File: src/rtl/core/ctb_pkg.sv
`default_nettype none
// ----------------------------------------------------------------------------
// ctb_pkg
// Shared types, constants and the sector step table of the Bezier tessellator.
// ----------------------------------------------------------------------------
package ctb_pkg;

  localparam int COORD_WIDTH  = 24;
  localparam int MAX_SECTORS  = 32;
  localparam int CFG_WIDTH    = 6;
  localparam int T_WIDTH      = 17;
  localparam int K_WIDTH      = $clog2(MAX_SECTORS);
  localparam int REM_WIDTH    = K_WIDTH;
  localparam int W_WIDTH      = 25;
  localparam logic [CFG_WIDTH-1:0] SECTOR_RESET = CFG_WIDTH'(10);

  typedef enum logic [1:0] {CMD_SEG, CMD_END, CMD_BAD} cmd_kind_t;
  typedef enum logic [1:0] {OK_POINT, OK_PASS, OK_ZERO} out_kind_t;
  typedef enum logic {BK_POINTS, BK_TAIL} back_state_t;

  typedef struct packed {
    cmd_kind_t                          kind;
    logic                               last;
    logic [CFG_WIDTH-1:0]               n;
    logic [3:0][COORD_WIDTH-1:0]        px;
    logic [3:0][COORD_WIDTH-1:0]        py;
  } cmd_t;

  typedef struct packed {
    out_kind_t                          okind;
    logic                               rl;
    logic [3:0][COORD_WIDTH-1:0]        px;
    logic [3:0][COORD_WIDTH-1:0]        py;
  } meta_t;

  typedef struct packed {
    logic [T_WIDTH-1:0]   q;
    logic [REM_WIDTH-1:0] r;
  } step_t;

  // floor(65536 / n) and 65536 mod n
  function automatic step_t sector_step(input logic [CFG_WIDTH-1:0] n);
    step_t s;
    unique case (n)
      6'd1:    s = '{17'd65536, 5'd0};
      6'd2:    s = '{17'd32768, 5'd0};
      6'd3:    s = '{17'd21845, 5'd1};
      6'd4:    s = '{17'd16384, 5'd0};
      6'd5:    s = '{17'd13107, 5'd1};
      6'd6:    s = '{17'd10922, 5'd4};
      6'd7:    s = '{17'd9362,  5'd2};
      6'd8:    s = '{17'd8192,  5'd0};
      6'd9:    s = '{17'd7281,  5'd7};
      6'd10:   s = '{17'd6553,  5'd6};
      6'd11:   s = '{17'd5957,  5'd9};
      6'd12:   s = '{17'd5461,  5'd4};
      6'd13:   s = '{17'd5041,  5'd3};
      6'd14:   s = '{17'd4681,  5'd2};
      6'd15:   s = '{17'd4369,  5'd1};
      6'd16:   s = '{17'd4096,  5'd0};
      6'd17:   s = '{17'd3855,  5'd1};
      6'd18:   s = '{17'd3640,  5'd16};
      6'd19:   s = '{17'd3449,  5'd5};
      6'd20:   s = '{17'd3276,  5'd16};
      6'd21:   s = '{17'd3120,  5'd16};
      6'd22:   s = '{17'd2978,  5'd20};
      6'd23:   s = '{17'd2849,  5'd9};
      6'd24:   s = '{17'd2730,  5'd16};
      6'd25:   s = '{17'd2621,  5'd11};
      6'd26:   s = '{17'd2520,  5'd16};
      6'd27:   s = '{17'd2427,  5'd7};
      6'd28:   s = '{17'd2340,  5'd16};
      6'd29:   s = '{17'd2259,  5'd25};
      6'd30:   s = '{17'd2184,  5'd16};
      6'd31:   s = '{17'd2114,  5'd2};
      6'd32:   s = '{17'd2048,  5'd0};
      default: s = '{17'd65536, 5'd0};
    endcase
    return s;
  endfunction

endpackage
`default_nettype wire

File: src/rtl/core/ctb_queue.sv
`default_nettype none
// ----------------------------------------------------------------------------
// ctb_queue
// Two-entry command queue between the front and the back.
// ----------------------------------------------------------------------------
module ctb_queue (
  input  wire            clk,
  input  wire            rst,
  input  wire            push,
  input  ctb_pkg::cmd_t  wr_cmd,
  input  wire            pop,
  output logic           full,
  output logic           valid,
  output ctb_pkg::cmd_t  head
);

  ctb_pkg::cmd_t mem [2];
  logic          wr_ptr;
  logic          rd_ptr;
  logic [1:0]    count;
  logic          do_pop;

  assign full   = (count == 2'd2);
  assign valid  = (count != 2'd0);
  assign head   = mem[rd_ptr];
  assign do_pop = pop && valid;

  always_ff @(posedge clk) begin
    if (push) begin
      mem[wr_ptr] <= wr_cmd;
    end
  end

  always_ff @(posedge clk) begin
    if (rst) begin
      wr_ptr <= 1'b0;
      rd_ptr <= 1'b0;
      count  <= 2'd0;
    end else begin
      if (push) begin
        wr_ptr <= !wr_ptr;
      end
      if (do_pop) begin
        rd_ptr <= !rd_ptr;
      end
      count <= count + {1'b0, push} - {1'b0, do_pop};
    end
  end

endmodule
`default_nettype wire

File: config.mk
export PLATFORM = sky130hd
export DESIGN_NAME = ctb_queue
export DESIGN_NICKNAME = d
export VERILOG_FILES = /design/src/rtl/core/ctb_pkg.sv /design/src/rtl/core/ctb_queue.sv
export SDC_FILE = /design/constraint.sdc
export NUM_CORES = 1
export LEC_CHECK = 0
export ABC_AREA = 1
export ABC_CLOCK_PERIOD_IN_PS = 13800
export BUFFER_PORTS_ARGS = -buffer_cell sky130_fd_sc_hd__buf_2
export CAP_MARGIN = 20
export CORE_MARGIN = 2
export CORE_UTILIZATION = 52
export DETAILED_ROUTE_END_ITERATION = 10
export PLACE_DENSITY = 0.82
export SETUP_SLACK_MARGIN = 0.15
export SLEW_MARGIN = 20
export SYNTH_ARGS = -nofsm -noshare
export SYNTH_HDL_FRONTEND = slang
export SYNTH_SLANG_ARGS = --single-unit
File: constraint.sdc
create_clock -name clk -period 13.8 [get_ports clk]
set_input_delay 2.07 -clock clk [delete_from_list [all_inputs] [get_ports clk]]
set_output_delay 2.07 -clock clk [all_outputs]
set_load 0.02 [all_outputs]
==> impl_metrics.yaml <==
floorplan:
  ioPinCount: 408
  start_util_pct: 53.0
  placementRows: 61
  dieArea_um2: 29900
  die_h_um: 173
  core-area_um2: 27900
  die_x_um: 173
critical_path:
  end_kind: "output pin"
  worst-setup-path-type: "reg2out"
  crit_path_max_fanout: 71
  worstSetupStartpointType: "flip-flop"
  worstPathRequired_ns: 11.73
  crit_arrival_ns: 2.95
cts:
  clkTransAtPathRegs_ns: 0.06
  ctsLongestPathBuffers: 3
  htree_levels: 2
  hold_buffers: 0
  cts_buffers: 41
  cts_tree: "done"
  cts_root_buf: "clkbuf_16"
  post-cts-setup-buffer-count: 0
  cts.sinks: 407
  insertion_delay_ns: 0.52
  ctsResizeCount: 0
layout:
  final_common_cell: "buf_2"
  mostFrequentLayoutCells: "buf_2, edfxtp_1, mux2_2, clkbuf_16, nor2_1"
  ff_latch_area_um2: 12200
  syn_to_final_growth_pct: 24.3
  instances_no_fill: 1505
  multi_input_area_um2: 2380
  final_layout_size_suffix_gt1_share_pct: 60.0
  fillers: 1855
  final_nets: 1302
synth:
  synthSimpleGateAreaFrac_pct: 0.507
  yosys.area_share.adder_pct: 0.169
  synth_warnings: 0
  syn_nets: 868
  syn_avg_cell_area_um2: 22.4
  synth_top_family_by_area: "multiplexers"
  synthMuxAreaShare_pct: 15.3
  synth.distinct_cells: 12
  synth_area_um2: 14800
  synthXorXnorAreaFrac_pct: 0
  ys_ff_latch: 407
  synth_compound_area_share_pct: 0.0338
  seq_area_frac_synth_pct: 82.2
  synthCells: 661
power:
  p_per_area_nw_per_um2: 169
  static-leakage-power_nw: 6.90
  ir_worst_vdd_v: 0.000129
sta:
  fin_crit_sh_pct: 36.4
  slew_violations: 0
  tightest_slew_ns: 1.05
  rsz0062_at_grt: "false"
  hold_viol_final: 0
  setup_viol: 0
  tns_ns: 0
  finalClockSkew_ns: 0.0108
  fmax_mhz: 199
  min_period_ns: 5.02
  slew_headroom_pct: 30.2
min_path:
  hold_path.class: "reg2reg"
global_route:
  grt_first_pass_wirelength_um: 44700
  antenna_found_initial: 4
  grt_use_total_pct: 19.3
  grt_pass1_vias: 8285
  grt_max_degree: 129
  overflow: 0
routing:
  vias: 7811
  wl_um: 29600
  drt_iter0_markers: 476
  wl_per_cell_um: 19.7
  final_antenna_net_count: 0
  drcViolationCount: 0
  first_pass_iters: 4
  vias_per_cell: 5.19
placement:
  gp_congestion: 0.773
  dp.final_hpwl_um: 19500
  port_buffers: 407
  placed_cells: 1430
run_status:
  status: "complete, no violations"
flow_run:
  drv_cap: 0
==> cell usage after synthesis <==
| master | count | area, um2 |
|---|---|---|
| edfxtp_1 | 402 | 12100 |
| mux2_2 | 201 | 2260 |
| buf_6 | 21 | 236 |
| nor2_1 | 10 | 37.5 |
| inv_1 | 9 | 33.8 |
| nand2_1 | 6 | 22.5 |
| dfxtp_1 | 5 | 100 |
| ha_1 | 2 | 25.0 |
| nand3_1 | 2 | 10.0 |
| a21oi_1 | 1 | 5.00 |
| buf_2 | 1 | 5.00 |
| nor3_1 | 1 | 5.00 |
==> worst max-delay path, stage by stage, from the launching register on <==
cell     delay, ns
dfxtp_4       0.93
buf_4         0.85
mux2_2        0.43
buf_2         0.16
==> layer usage <==
metal | track usage, % | routed length, um | vias up
met5 | 0 | 0 | -
met4 | 8.90 | 1210 | 0
met3 | 7.21 | 3090 | 86
met2 | 32.8 | 14500 | 402
met1 | 21.6 | 10900 | 3827
li1 | - | - | 3496
==> worst paths after layout <==
check | start | to | slack, ns | depth (start not counted)
worst min-delay path | rd_ptr | rd_ptr | 0.53 | 2
worst max register to register | wr_ptr | mem[0][71] | 11.05 | 3
worst min register to register | rd_ptr | rd_ptr | 0.53 | 2
worst max-delay path | flip-flop | head[162] | 8.78 | 3
==> sequential cells by signal, summed over array words and instances, names as in the netlist, named ones only <==
signal and count:
mem 402, count 2, rd_ptr 1, wr_ptr 1
==> stage by stage <==
step / hold WS [ns] / utilization, % / cell area [um2] / power (mW) / setup slack, ns
6_report: 0.531 / 65.9 / 18400 / 3.12 / 8.78
5_1_grt: 0.552 / 65.9 / 18400 / 3.23 / 8.59
4_1_cts: 0.533 / 65.9 / 18400 / 3.15 / 8.69
3_5_place_dp: 0.490 / 61.4 / 17100 / 2.11 / 9.14
3_3_place_gp: 0.487 / 61.4 / 17100 / 2.10 / 9.20
2_1_floorplan: 0.467 / - / 14800 / 1.94 / 2.52
==> logic make-up (layout without fill, tap and decap cells) <==
group	Yosys count	in the layout
DFF	407	407
muxes	201	201
buffers and inverters	31	493
and+or+nand+nor	19	19
adders and majority gates	2	2
AOI/OAI and AO/OA	1	1
other	0	4
==> where the power goes <==
group	total [mW]	switching [mW]	internal, mW
registers	1.48	0.0375	1.44
clock network	1.03	0.429	0.605
logic	0.609	0.359	0.251
==> layout make-up <==
class                           instances  share of cell area [%]
Tap cell                              378                    2.57
Clock buffer                           51                    6.01
Timing Repair Buffer                  413                    11.3
Antenna cell                            4                  0.0543
Multi-Input combinational cell        223                    12.9
Inverter                                9                   0.224
Sequential cell                       407                    66.1
Clock inverter                         20                   0.842
Power figures use the tool's default switching activity.
