`config.mk`:
```
export PLATFORM = sky130hd
export DESIGN_NAME = ctb_front
export DESIGN_NICKNAME = d
export VERILOG_FILES = /design/src/rtl/core/ctb_pkg.sv /design/src/rtl/core/ctb_front.sv
export SDC_FILE = /design/constraint.sdc
export NUM_CORES = 1
export LEC_CHECK = 0
export BUFFER_PORTS_ARGS = -buffer_cell sky130_fd_sc_hd__buf_4
export CORE_MARGIN = 2
export CORE_UTILIZATION = 50
export CTS_BUF_LIST = sky130_fd_sc_hd__clkbuf_4
export CTS_CLUSTER_DIAMETER = 150
export DETAILED_ROUTE_END_ITERATION = 10
export PLACE_DENSITY = 0.83
export SLEW_MARGIN = 15
export SYNTH_ARGS = -nofsm -noshare
export SYNTH_HDL_FRONTEND = slang
export SYNTH_SLANG_ARGS = --single-unit
```
`constraint.sdc`:
```
create_clock -name clk -period 2.4 [get_ports clk]
set_input_delay 0.24 -clock clk [delete_from_list [all_inputs] [get_ports clk]]
set_output_delay 0.24 -clock clk [all_outputs]
set_load 0.005 [all_outputs]
```
`src/rtl/core/ctb_pkg.sv`:
```
`default_nettype none
// ----------------------------------------------------------------------------
// ctb_pkg
// Shared types, constants and the sector step table of the Bezier tessellator.
// ----------------------------------------------------------------------------
package ctb_pkg;

  localparam int COORD_WIDTH  = 24;
  localparam int MAX_SECTORS  = 32;
  localparam int CFG_WIDTH    = 6;
  localparam int T_WIDTH      = 17;
  localparam int K_WIDTH      = $clog2(MAX_SECTORS);
  localparam int REM_WIDTH    = K_WIDTH;
  localparam int W_WIDTH      = 25;
  localparam logic [CFG_WIDTH-1:0] SECTOR_RESET = CFG_WIDTH'(10);

  typedef enum logic [1:0] {CMD_SEG, CMD_END, CMD_BAD} cmd_kind_t;
  typedef enum logic [1:0] {OK_POINT, OK_PASS, OK_ZERO} out_kind_t;
  typedef enum logic {BK_POINTS, BK_TAIL} back_state_t;

  typedef struct packed {
    cmd_kind_t                          kind;
    logic                               last;
    logic [CFG_WIDTH-1:0]               n;
    logic [3:0][COORD_WIDTH-1:0]        px;
    logic [3:0][COORD_WIDTH-1:0]        py;
  } cmd_t;

  typedef struct packed {
    out_kind_t                          okind;
    logic                               rl;
    logic [3:0][COORD_WIDTH-1:0]        px;
    logic [3:0][COORD_WIDTH-1:0]        py;
  } meta_t;

  typedef struct packed {
    logic [T_WIDTH-1:0]   q;
    logic [REM_WIDTH-1:0] r;
  } step_t;

  // floor(65536 / n) and 65536 mod n
  function automatic step_t sector_step(input logic [CFG_WIDTH-1:0] n);
    step_t s;
    unique case (n)
      6'd1:    s = '{17'd65536, 5'd0};
      6'd2:    s = '{17'd32768, 5'd0};
      6'd3:    s = '{17'd21845, 5'd1};
      6'd4:    s = '{17'd16384, 5'd0};
      6'd5:    s = '{17'd13107, 5'd1};
      6'd6:    s = '{17'd10922, 5'd4};
      6'd7:    s = '{17'd9362,  5'd2};
      6'd8:    s = '{17'd8192,  5'd0};
      6'd9:    s = '{17'd7281,  5'd7};
      6'd10:   s = '{17'd6553,  5'd6};
      6'd11:   s = '{17'd5957,  5'd9};
      6'd12:   s = '{17'd5461,  5'd4};
      6'd13:   s = '{17'd5041,  5'd3};
      6'd14:   s = '{17'd4681,  5'd2};
      6'd15:   s = '{17'd4369,  5'd1};
      6'd16:   s = '{17'd4096,  5'd0};
      6'd17:   s = '{17'd3855,  5'd1};
      6'd18:   s = '{17'd3640,  5'd16};
      6'd19:   s = '{17'd3449,  5'd5};
      6'd20:   s = '{17'd3276,  5'd16};
      6'd21:   s = '{17'd3120,  5'd16};
      6'd22:   s = '{17'd2978,  5'd20};
      6'd23:   s = '{17'd2849,  5'd9};
      6'd24:   s = '{17'd2730,  5'd16};
      6'd25:   s = '{17'd2621,  5'd11};
      6'd26:   s = '{17'd2520,  5'd16};
      6'd27:   s = '{17'd2427,  5'd7};
      6'd28:   s = '{17'd2340,  5'd16};
      6'd29:   s = '{17'd2259,  5'd25};
      6'd30:   s = '{17'd2184,  5'd16};
      6'd31:   s = '{17'd2114,  5'd2};
      6'd32:   s = '{17'd2048,  5'd0};
      default: s = '{17'd65536, 5'd0};
    endcase
    return s;
  endfunction

endpackage
`default_nettype wire

```
`src/rtl/core/ctb_front.sv`:
```
`default_nettype none
// ----------------------------------------------------------------------------
// ctb_front
// Collects control points and turns each path event into a queue command.
// ----------------------------------------------------------------------------
module ctb_front (
  input  wire                                 clk,
  input  wire                                 rst,
  input  wire                                 in_valid,
  output logic                                in_ready,
  input  wire  [ctb_pkg::COORD_WIDTH-1:0]     in_x,
  input  wire  [ctb_pkg::COORD_WIDTH-1:0]     in_y,
  input  wire                                 in_last,
  input  wire  [ctb_pkg::CFG_WIDTH-1:0]       sectors,
  input  wire                                 q_full,
  output logic                                push,
  output ctb_pkg::cmd_t                       cmd
);

  logic [2:0][ctb_pkg::COORD_WIDTH-1:0] held_x;
  logic [2:0][ctb_pkg::COORD_WIDTH-1:0] held_y;
  logic [1:0]                           phase;
  logic                                 started;
  logic                                 take;
  logic [ctb_pkg::CFG_WIDTH-1:0]        n_eff;

  assign in_ready = !q_full;
  assign take     = in_valid && in_ready;

  always_comb begin
    if (sectors == '0) begin
      n_eff = ctb_pkg::CFG_WIDTH'(1);
    end else if (sectors > ctb_pkg::CFG_WIDTH'(ctb_pkg::MAX_SECTORS)) begin
      n_eff = ctb_pkg::CFG_WIDTH'(ctb_pkg::MAX_SECTORS);
    end else begin
      n_eff = sectors;
    end
  end

  always_comb begin
    cmd.kind  = ctb_pkg::CMD_SEG;
    cmd.last  = in_last;
    cmd.n     = n_eff;
    cmd.px    = {in_x, held_x[2], held_x[1], held_x[0]};
    cmd.py    = {in_y, held_y[2], held_y[1], held_y[0]};
    push      = 1'b0;
    if (take) begin
      priority if (!started) begin
        cmd.kind = ctb_pkg::CMD_END;
        push     = in_last;
      end else if (phase != 2'd2) begin
        cmd.kind = ctb_pkg::CMD_BAD;
        push     = in_last;
      end else begin
        push     = 1'b1;
      end
    end
  end

  always_ff @(posedge clk) begin
    if (rst) begin
      started <= 1'b0;
      phase   <= 2'd0;
      held_x  <= '0;
      held_y  <= '0;
    end else if (take) begin
      priority if (!started) begin
        phase <= 2'd0;
        if (!in_last) begin
          held_x[0] <= in_x;
          held_y[0] <= in_y;
          started   <= 1'b1;
        end
      end else if (phase != 2'd2) begin
        if (in_last) begin
          started <= 1'b0;
          phase   <= 2'd0;
        end else begin
          held_x[phase + 2'd1] <= in_x;
          held_y[phase + 2'd1] <= in_y;
          phase                <= phase + 2'd1;
        end
      end else begin
        phase <= 2'd0;
        if (in_last) begin
          started <= 1'b0;
        end else begin
          held_x[0] <= in_x;
          held_y[0] <= in_y;
        end
      end
    end
  end

endmodule
`default_nettype wire

```
==> metrics.csv <==
stage,metric,value,unit
outcome,status,finished clean,
synth,ys_ff_latch,147,
place,dp_slack,0.355,ns
timing,final.setup.tns,0,ns
timing,post-route-min-period,2.20,ns
critical_path,worstRegToRegCells,7,
synth,ys_warn_count,0,
timing,finalMaxSlewViolations,0,
clock_tree,cts_root_buffer,clkbuf_4,
drt,viasPerCell,4.80,
clock_tree,cts.repair.resized,0,
synth,synth_cell_types,22,
clock_tree,clk_latency,0.53,ns
timing,setup_viol,0,
critical_path,cp_max_fo,17,
critical_path,critical_path_class,flip-flop to flip-flop,
grt,overflow,0,
drt,drc,0,
critical_path,required,2.83,ns
final_layout,stdcell_count,1028,
drt,wl_per_cell,15.3,um
timing,finalHoldViolations,0,
min_path,holdCritPathClass,primary input to flip-flop,
clock_tree,cts.sinks,147,
synth,synth_cells,604,
run,drv_cap,0,
place,gp_congestion,0.772,
timing,worst_pin_slew,0.498,ns
power,power.density,493,nW/um^2
min_path,whs_path_depth,3,
floorplanning,io_pins,262,
synth,synth_fp_nets,667,
critical_path,critPathLaunchType,flip-flop,
final_layout,layout.cells.most_common,buf_4,
final_layout,nets,906,
timing,worst_slack,0.196,ns
final_layout,fillers,956,
floorplanning,start_util,0.508,
critical_path,arrival,2.64,ns
place,placedCellCount,959,
critical_path,end_kind,flip-flop,
grt,grt_pass1_vias,4988,
clock_tree,cts_buffers,17,
place,dpl-instance-area,8100,um^2
critical_path,slowest_delay,0.55,ns
synth,yosysSeqAreaShare,0.463,
final_layout,area.growth.synth_to_final,36.8,%
floorplanning,die_h,117,um
final_layout,layout_common_cells,"buf_4 (267), nand2b_1 (193), dfxtp_1 (147)",
grt,grt_max_degree,96,
critical_path,cp_num_buf_inv,3,
clock_tree,cts_tree,built,
place,portBuffers,261,
floorplanning,die-area,13600,um^2
timing,fmax,454,MHz
final_layout,antenna_cells,0,
timing,clock_skew,0.0124,ns
critical_path,critPathSlowestCell,dlygate4sd3_1,
timing,relSlewSlack,0.668,
clock_tree,clkTransAtPathRegs,0.12,ns
power,leakage,0.00434,uW
power,irDropWorstVdd,0.351,mV
timing,rsz0062_at_grt,no,
floorplanning,coreArea,12500,um^2
clock_tree,cts_max_level,4,
floorplanning,placementRows,41,
drt,drt_iter0_drc,212,
grt,grt_pass1_wl,24.4,mm
grt,track_usage,0.231,
critical_path,critPathTopFamily,buffers and inverters,
drt,first_pass_iters,4,
critical_path,critical_path.cell_chain,"inv_1, ha_1, nor2b_1, nand3_2, buf_4, mux2i_1, dlygate4sd3_1",
place,dp_hpwl,10.9,mm
timing,fin_crit_sh,0.918,
floorplanning,chipWidth,117,um
drt,vias,4939,
critical_path,cp_num_cells,7,
clock_tree,cts_buffer_depth,2,
synth,syn-cell-area,6360,um^2
drt,wl,15.8,mm
final_layout,final_core_util,0.695,
synth,syn_area_per_cell,10.5,um^2
drt,antenna_left,0,
grt,antenna_found_initial,0,
final_layout,finalInstanceArea,8700,um^2
final_layout,drive_gt1_frac,0.359,
## layer usage
layer  share of wire  GRT usage
met2            0.52      0.418
met1            0.38      0.243
met3           0.069     0.0763
met4           0.028      0.103
met5               0          0
## worst paths after layout
kind	startpoint	to	slack [ns]
min	in_x[19]	cmd[139]	0.05
max reg2reg	phase[0]	cmd[70]	0.20
max	phase[0]	cmd[70]	0.20
min reg2reg	cmd[9]	cmd[9]	0.48
## per-stage QoR
| step | power, uW | hold WS [ns] |
|---|---|---|
| 5_1_grt | 4490 | 0.00123 |
| 3_5_place_dp | 3000 | 0.464 |
| 4_1_cts | 4330 | 0.00370 |
| 3_3_place_gp | 2990 | 0.460 |
| 2_1_floorplan | 2790 | 0.438 |
| 6_report | 4290 | 0.0500 |
## synthesized netlist by cell type, drive strengths merged
master	number	area, um^2
a21oi	3	15.0
a32oi	1	8.76
and3	1	6.26
buf	63	457
clkbuf	24	90.1
dfxtp	147	2940
ha	4	50.1
inv	3	11.3
mux2i	144	1440
nand2	1	3.75
nand2b	194	1220
nand3	2	10.0
nor2	7	26.3
nor2b	5	31.3
nor3b	1	12.5
nor4	1	6.26
o21a	1	7.51
o21ai	1	5.00
or4b	1	10.0
## worst register-to-register path: stages (launching register included)
cell and delay (ns):
dfxtp_1 0.41, inv_1 0.10, ha_1 0.23, nor2b_1 0.27
nand3_2 0.13, buf_4 0.26, mux2i_1 0.16, dlygate4sd3_1 0.55
## registers in the layout (all words and copies together), names as in the netlist
register and cells:
cmd 144, phase 2, started 1
## layout make-up
type / instances / area [um^2] / share of cell area
repair buffers: 307 / 2430 / 0.280
clock buffers: 18 / 135 / 0.0155
clock inverters: 14 / 92.6 / 0.0106
inverters: 3 / 11.3 / 0.00129
well taps: 172 / 215 / 0.0247
multi-input cells: 367 / 2870 / 0.329
flip-flops and latches: 147 / 2940 / 0.338
## logic make-up after synthesis
| kind of cell | share of synthesized area |
|---|---|
| adders and majority gates | 0.00787 |
| AOI/OAI and AO/OA | 0.00571 |
| buffers and inverters | 0.0878 |
| DFF | 0.463 |
| and+or+nand+nor | 0.209 |
| muxes | 0.227 |
## power breakdown
| part | internal (uW) | switching (uW) | total (uW) |
|---|---|---|---|
| registers | 2470 | 20.4 | 2490 |
| logic | 300 | 198 | 498 |
| clock network | 408 | 885 | 1290 |
| total | 3180 | 1100 | 4290 |
## what timing repair did
item,in CTS,in global routing
setup buffers,0,0
hold endpoints to repair,80,0
hold buffers,37,0
endpoints found under the setup margin,0,0
(Power assumes the default switching activity.)
